$ cat config.mk
export PLATFORM = sky130hd
export DESIGN_NAME = line_edit_echo_buffer
export DESIGN_NICKNAME = d
export VERILOG_FILES = /design/src/rtl/lebuf_pkg.sv /design/src/rtl/line_edit_echo_buffer.sv /design/src/rtl/lebuf_front.sv /design/src/rtl/lebuf_cmd_fifo.sv /design/src/rtl/lebuf_back.sv
export SDC_FILE = /design/constraint.sdc
export NUM_CORES = 1
export LEC_CHECK = 0
export BUFFER_PORTS_ARGS = -buffer_cell sky130_fd_sc_hd__buf_2
export CAP_MARGIN = 20
export CELL_PAD_IN_SITES_DETAIL_PLACEMENT = 0
export CELL_PAD_IN_SITES_GLOBAL_PLACEMENT = 2
export CORE_MARGIN = 4
export CORE_UTILIZATION = 30
export CTS_CLUSTER_DIAMETER = 150
export DETAILED_ROUTE_END_ITERATION = 7
export PLACE_DENSITY = 0.54
export SETUP_SLACK_MARGIN = 0.02
export SLEW_MARGIN = 20
export SYNTH_ARGS = -nofsm -noshare
export SYNTH_HDL_FRONTEND = slang
export SYNTH_SLANG_ARGS = --single-unit
$ cat constraint.sdc
create_clock -name clk_i -period 5.8 [get_ports clk_i]
set_input_delay 0.29 -clock clk_i [delete_from_list [all_inputs] [get_ports clk_i]]
set_output_delay 0.29 -clock clk_i [all_outputs]
set_load 0.01 [all_outputs]
$ cat src/rtl/lebuf_pkg.sv
// Shared types, character codes and message text for the console line buffer.
package lebuf_pkg;

  // Default total message buffer size in bytes.
  localparam int BUF_BYTES_DEF = 64;

  // Fixed parts of the echoed message.
  localparam int PREFIX_LEN = 14;
  localparam int SUFFIX_LEN = 3;

  // Character codes that steer the editor.
  localparam logic [7:0] CHAR_BS    = 8'h08;
  localparam logic [7:0] CHAR_LF    = 8'h0A;
  localparam logic [7:0] CHAR_CR    = 8'h0D;
  localparam logic [7:0] CHAR_SPACE = 8'h20;
  localparam logic [7:0] CHAR_QUOTE = 8'h22;
  localparam logic [7:0] CHAR_TILDE = 8'h7E;
  localparam logic [7:0] CHAR_DEL   = 8'h7F;

  // Kinds of command that the front hands to the back.
  typedef enum logic [1:0] {
    CMD_APPEND,
    CMD_ERASE,
    CMD_ENTER
  } cmd_kind_e;

  typedef struct packed {
    cmd_kind_e  kind;
    logic [7:0] data;
  } cmd_t;

  // Text of the message prefix: You entered: "
  function automatic logic [7:0] prefix_char(input logic [3:0] idx);
    logic [7:0] ch;
    case (idx)
      4'd0:    ch = 8'h59;  // Y
      4'd1:    ch = 8'h6F;  // o
      4'd2:    ch = 8'h75;  // u
      4'd3:    ch = 8'h20;  // space
      4'd4:    ch = 8'h65;  // e
      4'd5:    ch = 8'h6E;  // n
      4'd6:    ch = 8'h74;  // t
      4'd7:    ch = 8'h65;  // e
      4'd8:    ch = 8'h72;  // r
      4'd9:    ch = 8'h65;  // e
      4'd10:   ch = 8'h64;  // d
      4'd11:   ch = 8'h3A;  // colon
      4'd12:   ch = 8'h20;  // space
      4'd13:   ch = CHAR_QUOTE;
      default: ch = 8'h00;
    endcase
    return ch;
  endfunction

  // Text of the message suffix: closing quote, CR, LF.
  function automatic logic [7:0] suffix_char(input logic [1:0] idx);
    logic [7:0] ch;
    case (idx)
      2'd0:    ch = CHAR_QUOTE;
      2'd1:    ch = CHAR_CR;
      2'd2:    ch = CHAR_LF;
      default: ch = 8'h00;
    endcase
    return ch;
  endfunction

endpackage

$ cat src/rtl/line_edit_echo_buffer.sv
// Top level: console line editor that echoes the line on Enter.
// A byte is taken while the two-entry command queue has room.
// Editing commands take effect when the idle line engine takes them from the queue; on Enter
// the message follows: prefix and suffix bytes come one per cycle while the receiver does not
// stall, and each stored character is read from the registered line store before it is sent.
// Reset clears the character count and all control state; the line store is not cleared.
module line_edit_echo_buffer #(
  parameter int BUF_BYTES = lebuf_pkg::BUF_BYTES_DEF
) (
  input  logic       clk_i,
  input  logic       rst_ni,
  input  logic       in_valid_i,
  output logic       in_stall_o,
  input  logic [7:0] in_byte_i,
  output logic       out_valid_o,
  input  logic       out_stall_i,
  output logic [7:0] out_byte_o,
  output logic       end_of_message_o
);
  import lebuf_pkg::*;

  logic push, full, pop, cmd_valid;
  cmd_t push_cmd, pop_cmd;

  // Classification of received bytes.
  lebuf_front u_front (
    .in_valid_i (in_valid_i),
    .in_byte_i  (in_byte_i),
    .in_stall_o (in_stall_o),
    .full_i     (full),
    .push_o     (push),
    .cmd_o      (push_cmd)
  );

  // Queue that decouples input from message output.
  lebuf_cmd_fifo u_fifo (
    .clk_i   (clk_i),
    .rst_ni  (rst_ni),
    .push_i  (push),
    .cmd_i   (push_cmd),
    .full_o  (full),
    .pop_i   (pop),
    .valid_o (cmd_valid),
    .cmd_o   (pop_cmd)
  );

  // Line editing and message streaming.
  lebuf_back #(
    .BUF_BYTES (BUF_BYTES)
  ) u_back (
    .clk_i            (clk_i),
    .rst_ni           (rst_ni),
    .cmd_valid_i      (cmd_valid),
    .cmd_i            (pop_cmd),
    .pop_o            (pop),
    .out_valid_o      (out_valid_o),
    .out_stall_i      (out_stall_i),
    .out_byte_o       (out_byte_o),
    .end_of_message_o (end_of_message_o)
  );

endmodule

$ cat src/rtl/lebuf_front.sv
// Front end: takes received bytes and turns the meaningful ones into commands.
module lebuf_front (
  input  logic              in_valid_i,
  input  logic [7:0]        in_byte_i,
  output logic              in_stall_o,
  input  logic              full_i,
  output logic              push_o,
  output lebuf_pkg::cmd_t   cmd_o
);
  import lebuf_pkg::*;

  logic keep;

  // Classify the byte; control codes other than erase and Enter, and bytes above 7Fh, are dropped.
  always_comb begin
    keep       = 1'b1;
    cmd_o.kind = CMD_APPEND;
    cmd_o.data = in_byte_i;
    if (in_byte_i inside {[CHAR_SPACE:CHAR_TILDE]}) begin
      cmd_o.kind = CMD_APPEND;
    end else if (in_byte_i inside {CHAR_BS, CHAR_DEL}) begin
      cmd_o.kind = CMD_ERASE;
    end else if (in_byte_i inside {CHAR_CR, CHAR_LF}) begin
      cmd_o.kind = CMD_ENTER;
    end else begin
      keep = 1'b0;
    end
  end

  // Ignored bytes are taken as well, they just never reach the queue.
  assign in_stall_o = full_i;
  assign push_o     = in_valid_i & ~full_i & keep;

endmodule

$ cat src/rtl/lebuf_cmd_fifo.sv
// Two-entry command queue between the front end and the line engine.
module lebuf_cmd_fifo (
  input  logic              clk_i,
  input  logic              rst_ni,
  input  logic              push_i,
  input  lebuf_pkg::cmd_t   cmd_i,
  output logic              full_o,
  input  logic              pop_i,
  output logic              valid_o,
  output lebuf_pkg::cmd_t   cmd_o
);
  import lebuf_pkg::*;

  cmd_t       entry_q [2];
  logic       wr_ptr_q, rd_ptr_q;
  logic [1:0] cnt_q;

  assign full_o  = (cnt_q == 2'd2);
  assign valid_o = (cnt_q != 2'd0);
  assign cmd_o   = entry_q[rd_ptr_q];

  // Pointers and fill level.
  always_ff @(posedge clk_i or negedge rst_ni) begin
    if (!rst_ni) begin
      wr_ptr_q <= 1'b0;
      rd_ptr_q <= 1'b0;
      cnt_q    <= 2'd0;
    end else begin
      if (push_i) begin
        wr_ptr_q <= ~wr_ptr_q;
      end
      if (pop_i) begin
        rd_ptr_q <= ~rd_ptr_q;
      end
      case ({push_i, pop_i})
        2'b10:   cnt_q <= cnt_q + 2'd1;
        2'b01:   cnt_q <= cnt_q - 2'd1;
        default: cnt_q <= cnt_q;
      endcase
    end
  end

  // Entry storage.
  always_ff @(posedge clk_i) begin
    if (push_i) begin
      entry_q[wr_ptr_q] <= cmd_i;
    end
  end

endmodule

$ cat src/rtl/lebuf_back.sv
// Line engine: edits the stored line and streams the echoed message.
module lebuf_back #(
  parameter int BUF_BYTES = lebuf_pkg::BUF_BYTES_DEF
) (
  input  logic              clk_i,
  input  logic              rst_ni,
  input  logic              cmd_valid_i,
  input  lebuf_pkg::cmd_t   cmd_i,
  output logic              pop_o,
  output logic              out_valid_o,
  input  logic              out_stall_i,
  output logic [7:0]        out_byte_o,
  output logic              end_of_message_o
);
  import lebuf_pkg::*;

  localparam int LineCap = BUF_BYTES - PREFIX_LEN - SUFFIX_LEN - 1;
  localparam int AddrW   = (LineCap > 1) ? $clog2(LineCap) : 1;
  localparam int CntW    = $clog2(LineCap + 1);
  localparam int IdxMax  = (LineCap > PREFIX_LEN) ? LineCap : PREFIX_LEN;
  localparam int IdxW    = $clog2(IdxMax + 1);

  typedef enum logic [2:0] {
    S_IDLE,
    S_PREFIX,
    S_LREAD,
    S_LEMIT,
    S_SUFFIX
  } state_e;

  state_e          state_q;
  logic [CntW-1:0] count_q;
  logic [IdxW-1:0] idx_q;
  logic            out_valid_q;
  logic [7:0]      out_byte_q;
  logic            eom_q;

  logic [7:0]      mem [LineCap];
  logic [7:0]      rdata_q;
  logic            mem_we, mem_re;
  logic            slot_free;
  logic            out_load;
  logic            line_last;

  assign pop_o            = (state_q == S_IDLE) & cmd_valid_i;
  assign slot_free        = ~out_valid_q | ~out_stall_i;
  assign out_load         = slot_free & (state_q inside {S_PREFIX, S_LEMIT, S_SUFFIX});
  assign line_last        = ((idx_q + IdxW'(1)) == IdxW'(count_q));
  assign mem_we           = pop_o & (cmd_i.kind == CMD_APPEND) & (count_q < CntW'(LineCap));
  assign mem_re           = (state_q == S_LREAD);
  assign out_valid_o      = out_valid_q;
  assign out_byte_o       = out_byte_q;
  assign end_of_message_o = eom_q;

  // Line store: written on append, read one character at a time on echo.
  always_ff @(posedge clk_i) begin
    if (mem_we) begin
      mem[count_q[AddrW-1:0]] <= cmd_i.data;
    end
    if (mem_re) begin
      rdata_q <= mem[idx_q[AddrW-1:0]];
    end
  end

  // Sequencer: editing commands, then prefix, line and suffix of a message.
  always_ff @(posedge clk_i or negedge rst_ni) begin
    if (!rst_ni) begin
      state_q     <= S_IDLE;
      count_q     <= '0;
      idx_q       <= '0;
      out_valid_q <= 1'b0;
      out_byte_q  <= '0;
      eom_q       <= 1'b0;
    end else begin
      // The output register fills on each message byte and empties once its
      // transfer completes.
      if (out_load) begin
        out_valid_q <= 1'b1;
      end else if (!out_stall_i) begin
        out_valid_q <= 1'b0;
      end
      case (state_q)
        S_IDLE: begin
          if (cmd_valid_i) begin
            case (cmd_i.kind)
              CMD_APPEND: begin
                if (count_q < CntW'(LineCap)) begin
                  count_q <= count_q + CntW'(1);
                end
              end
              CMD_ERASE: begin
                if (count_q != '0) begin
                  count_q <= count_q - CntW'(1);
                end
              end
              CMD_ENTER: begin
                idx_q   <= '0;
                state_q <= S_PREFIX;
              end
              default: begin
                state_q <= S_IDLE;
              end
            endcase
          end
        end
        S_PREFIX: begin
          if (slot_free) begin
            out_byte_q  <= prefix_char(idx_q[3:0]);
            eom_q       <= 1'b0;
            if (idx_q == IdxW'(PREFIX_LEN - 1)) begin
              idx_q   <= '0;
              state_q <= (count_q == '0) ? S_SUFFIX : S_LREAD;
            end else begin
              idx_q <= idx_q + IdxW'(1);
            end
          end
        end
        S_LREAD: begin
          state_q <= S_LEMIT;
        end
        S_LEMIT: begin
          if (slot_free) begin
            out_byte_q  <= rdata_q;
            eom_q       <= 1'b0;
            if (line_last) begin
              idx_q   <= '0;
              state_q <= S_SUFFIX;
            end else begin
              idx_q   <= idx_q + IdxW'(1);
              state_q <= S_LREAD;
            end
          end
        end
        S_SUFFIX: begin
          if (slot_free) begin
            out_byte_q  <= suffix_char(idx_q[1:0]);
            if (idx_q == IdxW'(SUFFIX_LEN - 1)) begin
              eom_q   <= 1'b1;
              count_q <= '0;
              idx_q   <= '0;
              state_q <= S_IDLE;
            end else begin
              eom_q <= 1'b0;
              idx_q <= idx_q + IdxW'(1);
            end
          end
        end
        default: begin
          state_q <= S_IDLE;
        end
      endcase
    end
  end

endmodule

# Yosys cells after proc, flatten, opt, wreduce, memory -nomap -nowiden
# Memories as Yosys holds them, arrays and structs flattened. A register that Yosys moved wholly into a read port is not among the register bits.
# Index checks and enable logic that the tools add are counted.
dict set report totals {
  latch_bits 0
  inputBits 12
  n_memories 3
  elab_cells 132
  mem_bits_rw 388
  ff_bits 29
  out_inout_bits 11
  romBits 112
}
dict set report classes {
  reduce_logical 21
  n_div 0
  eq_ne 31
  n_mux 48
  n_lt_le_gt_ge 3
  bitwise_logic 12
  n_mul 0
  add_sub_neg 5
  shift 0
}
# name depth word_bits read_ports rd_clocked_by_memory_dff wr line
set mem_list {}
lappend mem_list {u_back.mem 46 8 1 1 1 lebuf_back.sv:38} ;# logic [7:0] mem [LineCap];
lappend mem_list {{(name not given)} 16 7 1 0 0 lebuf_pkg.sv:35} ;# case (idx)
lappend mem_list {u_fifo.entry_q 2 10 1 0 1 lebuf_cmd_fifo.sv:14} ;# cmd_t entry_q [2];
# operator count
set ops {}
lappend ops {{$mux 6} 13}
lappend ops {{$eq 8x4->1 const B} 3}
lappend ops {{$mux 3} 8}
lappend ops {{$mux 8} 3}
lappend ops {{$pmux 6 s2} 2}
lappend ops {{$pmux 6 s4} 1}
lappend ops {{$pmux 8 s3} 1}
lappend ops {{$pmux 6 s3} 1}
lappend ops {{$pmux 3 s5} 1}
lappend ops {{$reduce_and 7->1} 2}
lappend ops {{$add 6x1->6 const B} 2}
lappend ops {{$mux 1} 12}
lappend ops {{$ne 2x1->1 const B} 6}
lappend ops {{$reduce_bool 2->1} 6}
lappend ops {{$ne 3x3->1 const B} 3}
lappend ops {{$eq 2x2->1 const B} 4}
lappend ops {{$eq 8x7->1 const B} 1}
lappend ops {{$ge 8x6->1 const B} 1}
lappend ops {{$le 8x7->1 const B} 1}
lappend ops {{$ne 2x2->1 const B} 4}
lappend ops {{$and 1x1->1} 6}
lappend ops {{$eq 2x1->1 const B} 3}
lappend ops {{$eq 3x2->1 const B} 2}
lappend ops {{$eq 6x2->1 const B} 1}
lappend ops {{other kinds (25)} 33}

# Longest topological paths before layout
# Gate-level depths: netlist (run 1).
dict set report logic_depth {
  ltp_word 8
  ltp_mapped 13
  mapped_depth_nobuf 9
}

# By module
# Synthesis (run 1) repeated with hierarchy kept, for this count alone.
dict set report hier_totals {
  cells_unflattened 955
  area_unflattened_um2 17481.8
}
# mod area_per_inst_um2 n_inst seq_area_each_um2 cells_each
set modules_own_cells {}
lappend modules_own_cells {lebuf_back 16403.2 1 11916.4 884}
lappend modules_own_cells {lebuf_cmd_fifo 909.6 1 700.7 47}
lappend modules_own_cells {lebuf_front 168.9 1 0.0 24}

# Worst setup path before layout (run 1)
# OpenSTA, ideal clock, no wires.
dict set report synth_timing {
  path_type {reg-to-reg}
  start {register u_back.idx_q[0]}
  end {register u_back.idx_q[4]}
  synth_period_minus_slack_ns 2.948
  setup_time_ns 0.124
  slack_ns 2.852
  n_path_buf 5
  stages_incl_launch_ff 14
  t_arrival_ns 2.824
  required_ns 5.676
  cell_sequence {dfrtp_1 -> buf_6 -> buf_12 -> buf_6 -> buf_6 -> buf_4 -> inv_1 -> ha_1 -> xnor2_1 -> nand3_1 -> o21a_1 -> o31ai_4 -> nor3_1 -> a211o_1}
}
dict set report synth_between {
  elab_chain_len 5
  word_cells_on_any_way 11
  classes_between {add/sub (1); eq/ne (3); mux (7)}
}
# element line
set synth_rtl {}
lappend synth_rtl {{from (decl)} lebuf_back.sv:33} ;# logic [IdxW-1:0] idx_q;
lappend synth_rtl {{from (signal assigned)} lebuf_back.sv:114} ;# idx_q <= idx_q + IdxW'(1);
lappend synth_rtl {{from (signal assigned)} lebuf_back.sv:129} ;# idx_q <= idx_q + IdxW'(1);
lappend synth_rtl {{from (signal assigned)} lebuf_back.sv:144} ;# idx_q <= idx_q + IdxW'(1);
lappend synth_rtl {{$add 6x1->6} n/a}
lappend synth_rtl {{$eq 6x6->1} lebuf_back.sv:48} ;# assign line_last = ((idx_q + IdxW'(1)) == IdxW'(count_q));
lappend synth_rtl {{$mux 6} lebuf_back.sv:125} ;# if (line_last) begin
lappend synth_rtl {{$mux 6} lebuf_back.sv:122} ;# if (slot_free) begin
lappend synth_rtl {{$pmux 6 s4 *} lebuf_back.sv:82} ;# case (state_q)
# Mark *: on every way between the ends. The rest lies on a longest branch, timed or not. The select of a mux whose other input is x is not followed.
# A chain may end at the register's enable or synchronous reset.

# Worst setup path after layout (run 1)
dict set report layout_timing {
  start {register u_fifo.rd_ptr_q}
  end {memory u_back.mem[13][3], enable pin}
}
dict set report layout_between {
  elab_chain_len 6
}
# element line
set layout_rtl {}
lappend layout_rtl {{from (decl)} lebuf_cmd_fifo.sv:15} ;# logic wr_ptr_q, rd_ptr_q;
lappend layout_rtl {{from (signal assigned)} lebuf_cmd_fifo.sv:33} ;# rd_ptr_q <= ~rd_ptr_q;
lappend layout_rtl {{$mem_v2 2x10} n/a}
lappend layout_rtl {{$logic_not 2->1} lebuf_back.sv:49} ;# assign mem_we = pop_o & (cmd_i.kind == CMD_APPEND) & (count_q < CntW'(LineCap));
lappend layout_rtl {{$and 1x1->1 (2 in a row)} lebuf_back.sv:49}
lappend layout_rtl {{$mux 1} lebuf_back.sv:57} ;# if (mem_we) begin
lappend layout_rtl {{$mux 1 (not written as such)} lebuf_back.sv:58} ;# mem[count_q[AddrW-1:0]] <= cmd_i.data;
lappend layout_rtl {{to (decl)} lebuf_back.sv:38}
# Every way passes these cells.

==> results.json, run 1 <==
{
  "status": "finished, final reports clean",
  "core_mm2": 0.0577,
  "period_minus_slack_ps": 3500,
  "yosys-top-cells-count": "396 x edfxtp_1, 86 x nor2_1, 75 x mux4_2",
  "cts.repair.resized": 0,
  "area_growth_pct": 14.0,
  "antenna_left": 0,
  "period_share_pct": 60.3,
  "grt_pass1_wl_mm": 68.6,
  "worstHoldEndpoint": "u_fifo.wr_ptr_q$_DFFE_PN0N_",
  "place_hpwl_mm": 29.6,
  "switching_share_pct": 34.6,
  "routed_via_density": 4.98,
  "grt_usage_pct": 15.0,
  "drt-total-wl_mm": 47.1,
  "holdBufCountCts": 9,
  "drt_first_pass_iters": 5,
  "worstPathMaxFanout": 16,
  "netlist_instances": 989,
  "die_h_um": 249,
  "yosysUniqueCellTypes": 67,
  "power_mw": 10.1,
  "start_kind": "register",
  "yosys.area.top_type": "edfxtp_1",
  "cp_slowest_cell": "nor2_1",
  "p_sw_mw": 3.48,
  "fp.dieW_um": 249,
  "rows": 88,
  "hold_start": "in_valid_i",
  "leakage_nw": 6.45,
  "r2r_slack_ps": 2300,
  "yosysWarnings": 0,
  "powerDensity_mw_per_mm2": 505,
  "cap_violations": 0,
  "cp_cell_sequence": "nor3b_1 > o22ai_1 > nor3_2 > nand4b_1 > nor2_1",
  "syn_nets": 1015,
  "cp_num_buf_inv": 0,
  "postSynthAreaPerCell_um2": 17.7,
  "drive_above_1_share_pct": 19.6,
  "seqPwrFrac_pct": 41.3,
  "rr_startpoint": "u_fifo.rd_ptr_q$_DFFE_PN0P_",
  "first_global_vias": 9382,
  "rsz0062_at_grt": "false",
  "cts_buffers": 47,
  "skew_ps": 37.9,
  "relSlewSlack_pct": 26.9,
  "slew_viol_final": 0,
  "ys_seq_elements": 425,
  "floorplan.initialDensity_pct": 30.3,
  "clk_latency_ps": 590,
  "layout.nets": 1058,
  "postLayoutCoreUtil_pct": 34.5,
  "grt_max_degree": 48,
  "path_delay_family": "simple AND/OR/NAND/NOR gates",
  "via_count": 9148,
  "tns_ps": 0,
  "place.gp.congestion": 0.752,
  "synth_top_cells_by_area": "edfxtp_1 68%, mux4_2 9.7%, dfrtp_1 4.2%, mux2i_1 2.5%, nor2_1 1.8%",
  "ir_worst_vdd_mv": 0.206,
  "drt_iter0_drc": 797,
  "cpPeakStageDelay_ps": 820,
  "cts-root-buf": "clkbuf_16",
  "r2r_cells": 5,
  "end_kind": "register",
  "crit_type": "reg -> reg",
  "path_clk_slew_ps": 60,
  "worst_pin_slew_ps": 1090,
  "max_freq_ghz": 0.286,
  "yosysSeqAreaShare_pct": 72.2,
  "cts_tree": "yes",
  "ios": 23,
  "worstPathArrival_ps": 3680,
  "fill_cells": 5540,
  "wl_per_cell_um": 25.7,
  "reg2reg_to": "u_back.mem[13][3]$_DFFE_PP_",
  "synth_top_area_share_pct": 68.0,
  "dieArea_mm2": 0.0622,
  "htreeDepth": 2,
  "grt_remaining_overflow": 0,
  "hold_violations": 0,
  "place_ws_ps": 2270,
  "antenna_found_initial": 1,
  "combPwrFrac_pct": 30.5,
  "required_ps": 5980,
  "yosysMostFrequentCell": "edfxtp_1",
  "numPortBuffers": 22,
  "drc": 0,
  "clock_path_buffers": 3,
  "post-cts-setup-buffers": 0,
  "timing.final.ws_setup_ps": 2300,
  "synth_ff_type": "edfxtp_1",
  "p_clk_share_pct": 28.1,
  "hp-class": "in -> reg",
  "min_delay_path_depth": 3,
  "setup_viol": 0,
  "clock_sinks": 425,
  "synthArstFlopShare_pct": 6.82,
  "synth_area_mm2": 0.0175,
  "synth_edf_count": 396,
  "intPower_mw": 6.59
}
## power by group through the flow
stage	Clock (mW)	Sequential [mW]	Combinational, mW
3_3_place_gp	0	4.23	3.14
2_1_floorplan	0	3.91	2.27
3_5_place_dp	0	4.23	3.12
4_1_cts	2.92	4.17	3.13
6_report	2.83	4.16	3.07
5_1_grt	3.04	4.20	3.33
## stage by stage
| stage | instances | instance area (um2) | hold slack (ps) |
|---|---|---|---|
| after global routing | 1834 | 19900 | 101 |
| after global placement | 1738 | 18400 | 409 |
| after detailed placement | 1739 | 18400 | 402 |
| final | 1836 | 19900 | 97.7 |
| after CTS | 1834 | 19900 | 63.7 |
| after floorplan | 989 | 17500 | -5.59 |
## worst min-delay path, stage by stage
cell and delay [ps]:
buf_2 90, nand3b_1 170, xnor2_1 80
## placed cells by master, fill, tap and decap left out, drive strengths merged, types with 3 or more instances in the layout
master / Yosys / routed
a211o: 3 / 3
a211oi: 7 / 7
a21o: 5 / 5
a21oi: 30 / 30
a221oi: 13 / 13
a22oi: 13 / 13
a31oi: 4 / 4
buf: 38 / 40
clkbuf: 17 / 64
clkinv: 1 / 17
clkinvlp: 0 / 3
dfrtp: 29 / 29
dlygate4sd3: 0 / 9
edfxtp: 396 / 396
ha: 13 / 13
inv: 12 / 13
mux2: 14 / 14
mux2i: 43 / 43
mux4: 75 / 75
nand2: 41 / 41
nand2b: 4 / 4
nand3: 9 / 9
nand3b: 7 / 7
nand4: 3 / 3
nor2: 88 / 88
nor2b: 4 / 4
nor3: 13 / 13
o21ai: 26 / 26
o221ai: 9 / 9
o22ai: 13 / 13
o31ai: 4 / 4
or3: 3 / 3
or4: 4 / 4
xnor2: 9 / 9
xor2: 8 / 8
## final cells by class
type	count	area, um2	share of cell area (%)
multi-input combinational	496	4510	22.6
sequential	425	12600	63.3
clock buffer	64	1280	6.42
tap	765	957	4.80
clock inverter	22	166	0.835
timing repair buffer	49	339	1.70
inverter	13	48.8	0.245
antenna	2	5.00	0.0251
## layer usage
metal	vias up	GRT usage [%]	share of wire, %
met1	4839	21.8	47
met3	65	2.44	3.9
li1	4068	-	-
met5	-	0	0.023
met4	2	4.06	2.1
met2	174	23.5	47
## sequential cells by signal, summed over array words and instances (netlist names)
| name | count |
|---|---|
| u_back.end_of_message_o | 1 |
| u_back.count_q | 6 |
| u_back.state_q | 3 |
| u_back.out_byte_o | 8 |
| u_back.idx_q | 6 |
| u_back.rdata_q | 8 |
| u_fifo.rd_ptr_q | 1 |
| u_fifo.cnt_q | 2 |
| u_fifo.wr_ptr_q | 1 |
| u_back.out_valid_o | 1 |
| u_fifo.entry_q | 20 |
| u_back.mem | 368 |
## kinds of logic (layout without fill, tap and decap cells)
kind of cell / after synthesis / in the layout / synth area share, %
muxes: 132 / 132 / 13.0
buffers and inverters: 68 / 148 / 2.15
and+or+nand+nor: 189 / 189 / 5.00
DFF: 425 / 425 / 72.2
other: 0 / 2 / 0
adders and majority gates: 14 / 14 / 1.05
AOI/OAI and AO/OA: 144 / 144 / 5.75
xor gates and xnor gates: 17 / 17 / 0.852
## how the worst max path moves through the flow
stage	start	to	slack (ps)	cells past startpoint
detailed placement	u_fifo.rd_ptr_q$_DFFE_PN0P_	u_back.mem[13][5]$_DFFE_PP_	2270	5
CTS	u_fifo.rd_ptr_q$_DFFE_PN0P_	u_back.mem[13][3]$_DFFE_PP_	2230	5
finish	u_fifo.rd_ptr_q$_DFFE_PN0P_	u_back.mem[13][3]$_DFFE_PP_	2300	5
global placement	u_fifo.rd_ptr_q$_DFFE_PN0P_	u_back.mem[15][3]$_DFFE_PP_	2000	5
global route	u_fifo.rd_ptr_q$_DFFE_PN0P_	u_back.mem[13][2]$_DFFE_PP_	2060	5
floorplan	u_back.idx_q[0]$_DFFE_PN0P_	u_back.idx_q[4]$_DFFE_PN0P_	2850	13
No activity file was read; power rests on OpenSTA's default activity.
==> run 2, diff against run 1 <==
Clock period 5.8 ns to 3.51 ns, I/O delays scaled along.
==> run 2 against run 1 <==
Global-route usage is 0.33 points higher. Flip-flop and latch count stayed put. Cell count is 3.6% higher. Clock skew is 19 ps lower. Utilization is 1.2 points higher. Largest cell class unchanged. Power is 73% higher. First-iteration DRC count is 3.4% lower. Design area is 3.5% higher. Clock-buffer cell count is 5 lower. Sequential power is 61% higher. Via count is 3.2% higher. Critical path depth is 1 higher.
==> results.json, run 2 (synthesis results as in run 1) <==
{
  "wl_per_cell_um": 25.2,
  "grt_remaining_overflow": 0,
  "grt_pass1_wl_mm": 70.0,
  "cts_tree": "yes",
  "first_global_vias": 9702,
  "skew_ps": 18.4,
  "largest_reg_flops": 368,
  "drt_iter0_drc": 770,
  "switching_share_pct": 34.1,
  "ir_worst_vdd_mv": 0.318,
  "antenna_found_initial": 0,
  "path_clk_slew_ps": 60,
  "rsz0062_at_grt": "false",
  "layout.nets": 1125,
  "core_mm2": 0.0577,
  "max_freq_ghz": 0.322,
  "clk_latency_ps": 580,
  "fp.dieW_um": 249,
  "required_ps": 3810,
  "worst_pin_slew_ps": 1070,
  "drt-total-wl_mm": 48.0,
  "powerDensity_mw_per_mm2": 846,
  "worstPathArrival_ps": 3410,
  "layout_commonest_cell": "edfxtp_1",
  "final_cell_mix": "396 x edfxtp_1, 85 x nor2_1, 78 x buf_4",
  "place.gp.congestion": 0.791,
  "holdWs_ps": 67.1,
  "floorplan.initialDensity_pct": 30.3,
  "tns_ps": 0,
  "htreeDepth": 2,
  "r2r_slack_ps": 400,
  "status": "finished, final reports clean",
  "setup_viol": 0,
  "end_kind": "register",
  "drc": 0,
  "cts-root-buf": "clkbuf_16",
  "intPower_mw": 11.5,
  "rows": 88,
  "power_mw": 17.4,
  "p_sw_mw": 5.94,
  "area_growth_pct": 18.0,
  "worstPathMaxFanout": 24,
  "leakage_nw": 6.88,
  "ios": 23,
  "grt_max_degree": 47,
  "place_hpwl_mm": 31.1,
  "numPortBuffers": 22,
  "cts_buffers": 48,
  "cap_violations": 0,
  "antenna_left": 0,
  "hp-class": "in -> reg",
  "grt_usage_pct": 15.3,
  "start_kind": "register",
  "hold_violations": 0,
  "routed_via_density": 4.96,
  "clock_sinks": 425,
  "period_minus_slack_ps": 3110,
  "combPwrFrac_pct": 32.5,
  "crit_type": "reg -> reg",
  "drive_above_1_share_pct": 24.5,
  "drt_first_pass_iters": 5,
  "dieArea_mm2": 0.0622,
  "slew_viol_final": 0,
  "p_clk_share_pct": 29.0,
  "relSlewSlack_pct": 28.8,
  "clock_path_buffers": 3,
  "via_count": 9440,
  "period_share_pct": 88.6,
  "seqPwrFrac_pct": 38.4,
  "die_h_um": 249
}
[run 2: cell types whose count changed in the layout (fill, tap and decap cells not counted), moves of 3 or more]
| cell | change |
|---|---|
| buf_12 | +5 |
| buf_4 | +61 |
| bufinv_16 | +5 |
| clkbuf_1 | -3 |
| clkbuf_8 | -4 |
[run 2: final timing paths]
check / endpoint / depth (start not counted) / start
setup reg to reg: u_back.rdata_q[3]$_DFFE_PN_ / 6 / u_back.idx_q[0]$_DFFE_PN0P_
hold / removal: u_back.out_valid_o$_DFFE_PN0P_ / 3 / out_stall_i
min in group asynchronous: u_fifo.rd_ptr_q$_DFFE_PN0P_ / 2 / rst_ni
hold reg to reg: u_back.out_byte_o[7]$_DFFE_PN0P_ / 2 / u_back.out_byte_o[7]$_DFFE_PN0P_
max in group asynchronous: u_back.idx_q[0]$_DFFE_PN0P_ / 2 / rst_ni
setup / recovery: u_back.rdata_q[3]$_DFFE_PN_ / 6 / u_back.idx_q[0]$_DFFE_PN0P_
[run 2: power groups by stage]
stage | registers, mW | clock network, mW | logic [mW]
detailed placement | 6.80 | 0 | 5.75
global placement | 6.80 | 0 | 5.76
finish | 6.70 | 5.07 | 5.68
global route | 6.74 | 5.43 | 6.14
CTS | 6.70 | 5.22 | 5.78
floorplan | 6.46 | 0 | 3.76
[run 2: stage by stage]
step	std cells	utilization (%)	setup WS, ps	cell area [um2]
after floorplan	989	-	562	17500
after global placement	1804	32.8	-8.50	18900
after detailed placement	1804	32.8	-33.1	18900
after CTS	1902	35.7	66.1	20600
after global routing	1902	35.7	251	20600
final	1903	35.7	402	20600
[run 2: layout make-up]
cell class,instances,area [um2]
diodes,1,2.50
clock buffers,59,1260
clock inverters,29,318
fillers,5469,37100
inverters,13,48.8
multi-input cells,496,4520
flip-flops and latches,425,12600
well taps,765,957
repair buffers,115,896
[run 2: metal layers]
layer	up-vias	global-route usage [%]	routed length (um)
met5	-	0	0
met1	4965	21.9	22400
met3	63	2.87	2160
met2	206	24.4	22300
li1	4206	-	-
met4	0	3.79	1140
[run 2: worst max-delay path, cell delays in order, from the launching register on]
cell and delay [ps]:
dfrtp_4 720, buf_4 500, mux4_2 580, nand2_1 80
o21ai_0 110, a221oi_2 640, a21oi_1 160
[run 2: timing repair]
action                                  in CTS  in global routing
endpoints found under the hold margin       48                  0
endpoints found under the setup margin       1                  1
buffers inserted                             0                  0
gates resized for setup                      1                  1
hold buffers                                10                  0
==> run 3, diff against run 2 <==
Settings changed: GPL_TIMING_DRIVEN set to 0.
==> run 3 against run 2 <==
Die area unchanged. Worst hold slack worse by 13 ps. First-iteration DRC count up 14%. Critical path type unchanged.
==> results.json, run 3 (synthesis results as in run 1) <==
{
  "drt_first_pass_iters": 7,
  "crit_start": "u_back.count_q[1]$_DFFE_PN0P_",
  "clk_latency_ps": 580,
  "slew_viol_final": 0,
  "fill_cells": 5531,
  "final_cell_mix": "396 x edfxtp_1, 75 x mux4_2, 68 x nor2_1",
  "leakage_nw": 6.62,
  "final-instance-count-excl-fill": 1872,
  "cts_tree": "yes",
  "end_kind": "register",
  "place.gp.congestion": 0.757,
  "crit_type": "reg -> reg",
  "ir_worst_vdd_mv": 0.398,
  "htreeDepth": 2,
  "skew_ps": 22.2,
  "cts-root-buf": "clkbuf_16",
  "layout.nets": 1098,
  "clock_sinks": 425,
  "cts_buffers": 48,
  "setup_viol": 0,
  "grt_pass1_wl_mm": 71.9,
  "required_ps": 3700,
  "endpoint": "u_back.mem[13][4]$_DFFE_PP_",
  "hp-class": "in -> reg",
  "postLayoutCoreUtil_pct": 35.1,
  "status": "finished, final reports clean",
  "final_area_mm2": 0.0203,
  "drt_iter0_drc": 879,
  "via_count": 9364,
  "die_h_um": 249,
  "cp_slowest_cell": "nor2_1",
  "cpPeakStageDelay_ps": 830,
  "grt_remaining_overflow": 0,
  "wl_per_cell_um": 26.8,
  "cap_violations": 0,
  "dp.cells": 1778,
  "floorplan.initialDensity_pct": 30.3,
  "largest_reg_flops": 368,
  "worstPathArrival_ps": 3650,
  "drt-total-wl_mm": 50.2,
  "rows": 88,
  "core_mm2": 0.0577,
  "min_delay_path_depth": 3,
  "antenna_left": 0,
  "routed_via_density": 5.00,
  "layout_commonest_cell": "edfxtp_1",
  "powerDensity_mw_per_mm2": 867,
  "clock_path_buffers": 3,
  "num_antenna_cells": 0,
  "worstPathMaxFanout": 10,
  "r2r_slack_ps": 40,
  "rsz0062_at_grt": "true",
  "reg2reg_to": "u_back.mem[13][4]$_DFFE_PP_",
  "ios": 23,
  "path_clk_slew_ps": 60,
  "grt_usage_pct": 16.0,
  "place_hpwl_mm": 32.9,
  "period_share_pct": 98.8,
  "rr_startpoint": "u_back.count_q[1]$_DFFE_PN0P_",
  "drive_above_1_share_pct": 22.0,
  "grt_max_degree": 47,
  "area_growth_pct": 16.0,
  "max_freq_ghz": 0.288,
  "r2r_cells": 6,
  "cp_cell_sequence": "clkbuf_1 > a31oi_1 > o22ai_1 > nor3_2 > nand4b_1 > nor2_1",
  "fp.dieW_um": 249,
  "dieArea_mm2": 0.0622,
  "worst_pin_slew_ps": 1060,
  "numPortBuffers": 22,
  "antenna_found_initial": 0,
  "start_kind": "register",
  "period_minus_slack_ps": 3470,
  "drc": 0,
  "hold_violations": 0,
  "post_dp_cell_area_mm2": 0.0186,
  "first_global_vias": 9673,
  "relSlewSlack_pct": 29.0
}
==> run 3: cell types whose count changed in the layout (fill, tap and decap cells not counted), sizes merged <==
cell | previous run | this run
buf | 105 | 60
clkbuf | 59 | 75
clkinv | 21 | 19
inv | 12 | 14
bufinv | 7 | 6
clkdlybuf4s15 | 0 | 1
clkinvlp | 2 | 1
diode | 1 | 0
==> run 3: per-layer routing <==
layer / GRT usage (%) / vias to the layer above / share of wire (%)
met2: 25.6 / 221 / 47
li1: - / 4136 / -
met3: 2.26 / 74 / 4.1
met4: 5.47 / 0 / 3.1
met1: 22.6 / 4933 / 45
met5: 0 / - / 0
==> run 3: critical path, delay by kind of cell, from the launching register on <==
family,cells,cell delay (ps)
compound gates,2,600
simple gates,3,1740
flops,1,460
buf+inv,1,270
==> run 3: worst min-delay path by stage <==
stage | startpoint | end
2_1_floorplan | rst_ni | u_back.count_q[0]$_DFFE_PN0P_
3_3_place_gp | rst_ni | u_fifo.cnt_q[0]$_DFFE_PN0P_
3_5_place_dp | rst_ni | u_fifo.cnt_q[0]$_DFFE_PN0P_
4_1_cts | out_stall_i | u_back.out_valid_o$_DFFE_PN0P_
5_1_grt | out_stall_i | u_back.out_valid_o$_DFFE_PN0P_
6_report | out_stall_i | u_back.out_valid_o$_DFFE_PN0P_
==> run 3: through the flow <==
| stage | total power, mW | hold slack, ps | setup slack (ps) | setup TNS [ps] |
|---|---|---|---|---|
| after floorplan | 10.2 | -120 | 562 | 0 |
| after global placement | 12.8 | 288 | -1160 | -11550 |
| after detailed placement | 12.8 | 281 | -441 | -2200 |
| after CTS | 17.8 | 2.84 | 20.7 | 0 |
| after global routing | 18.4 | 51.6 | -218 | -10270 |
| final | 17.6 | 54.0 | 43.5 | 0 |
==> run 3: what timing repair did <==
item | in CTS | in global routing
buffers inserted | 1 | 0
pin swaps | 1 | 0
endpoints found under the hold margin | 48 | 0
resized for setup | 6 | 20
gates cloned | 0 | 0
endpoints found under the setup margin | 11 | 173
hold buffers | 10 | 0
==> run 3: layout make-up <==
type                       instances  area (um2)  share of cell area [%]
buffer                            53         334                    1.65
clock buffer                      58        1260                    6.21
clock inverter                    27         282                    1.39
inverter                          13        48.8                   0.241
multi-input combinational        496        4550                    22.4
sequential                       425       12600                    62.2
tap                              765         957                    4.72
timing repair buffer              35         228                    1.12
==> run 3: report_power, final <==
| part | internal, mW | switching [mW] |
|---|---|---|
| Clock | 2.98 | 1.99 |
| Sequential | 6.23 | 0.180 |
| Combinational | 2.14 | 4.06 |
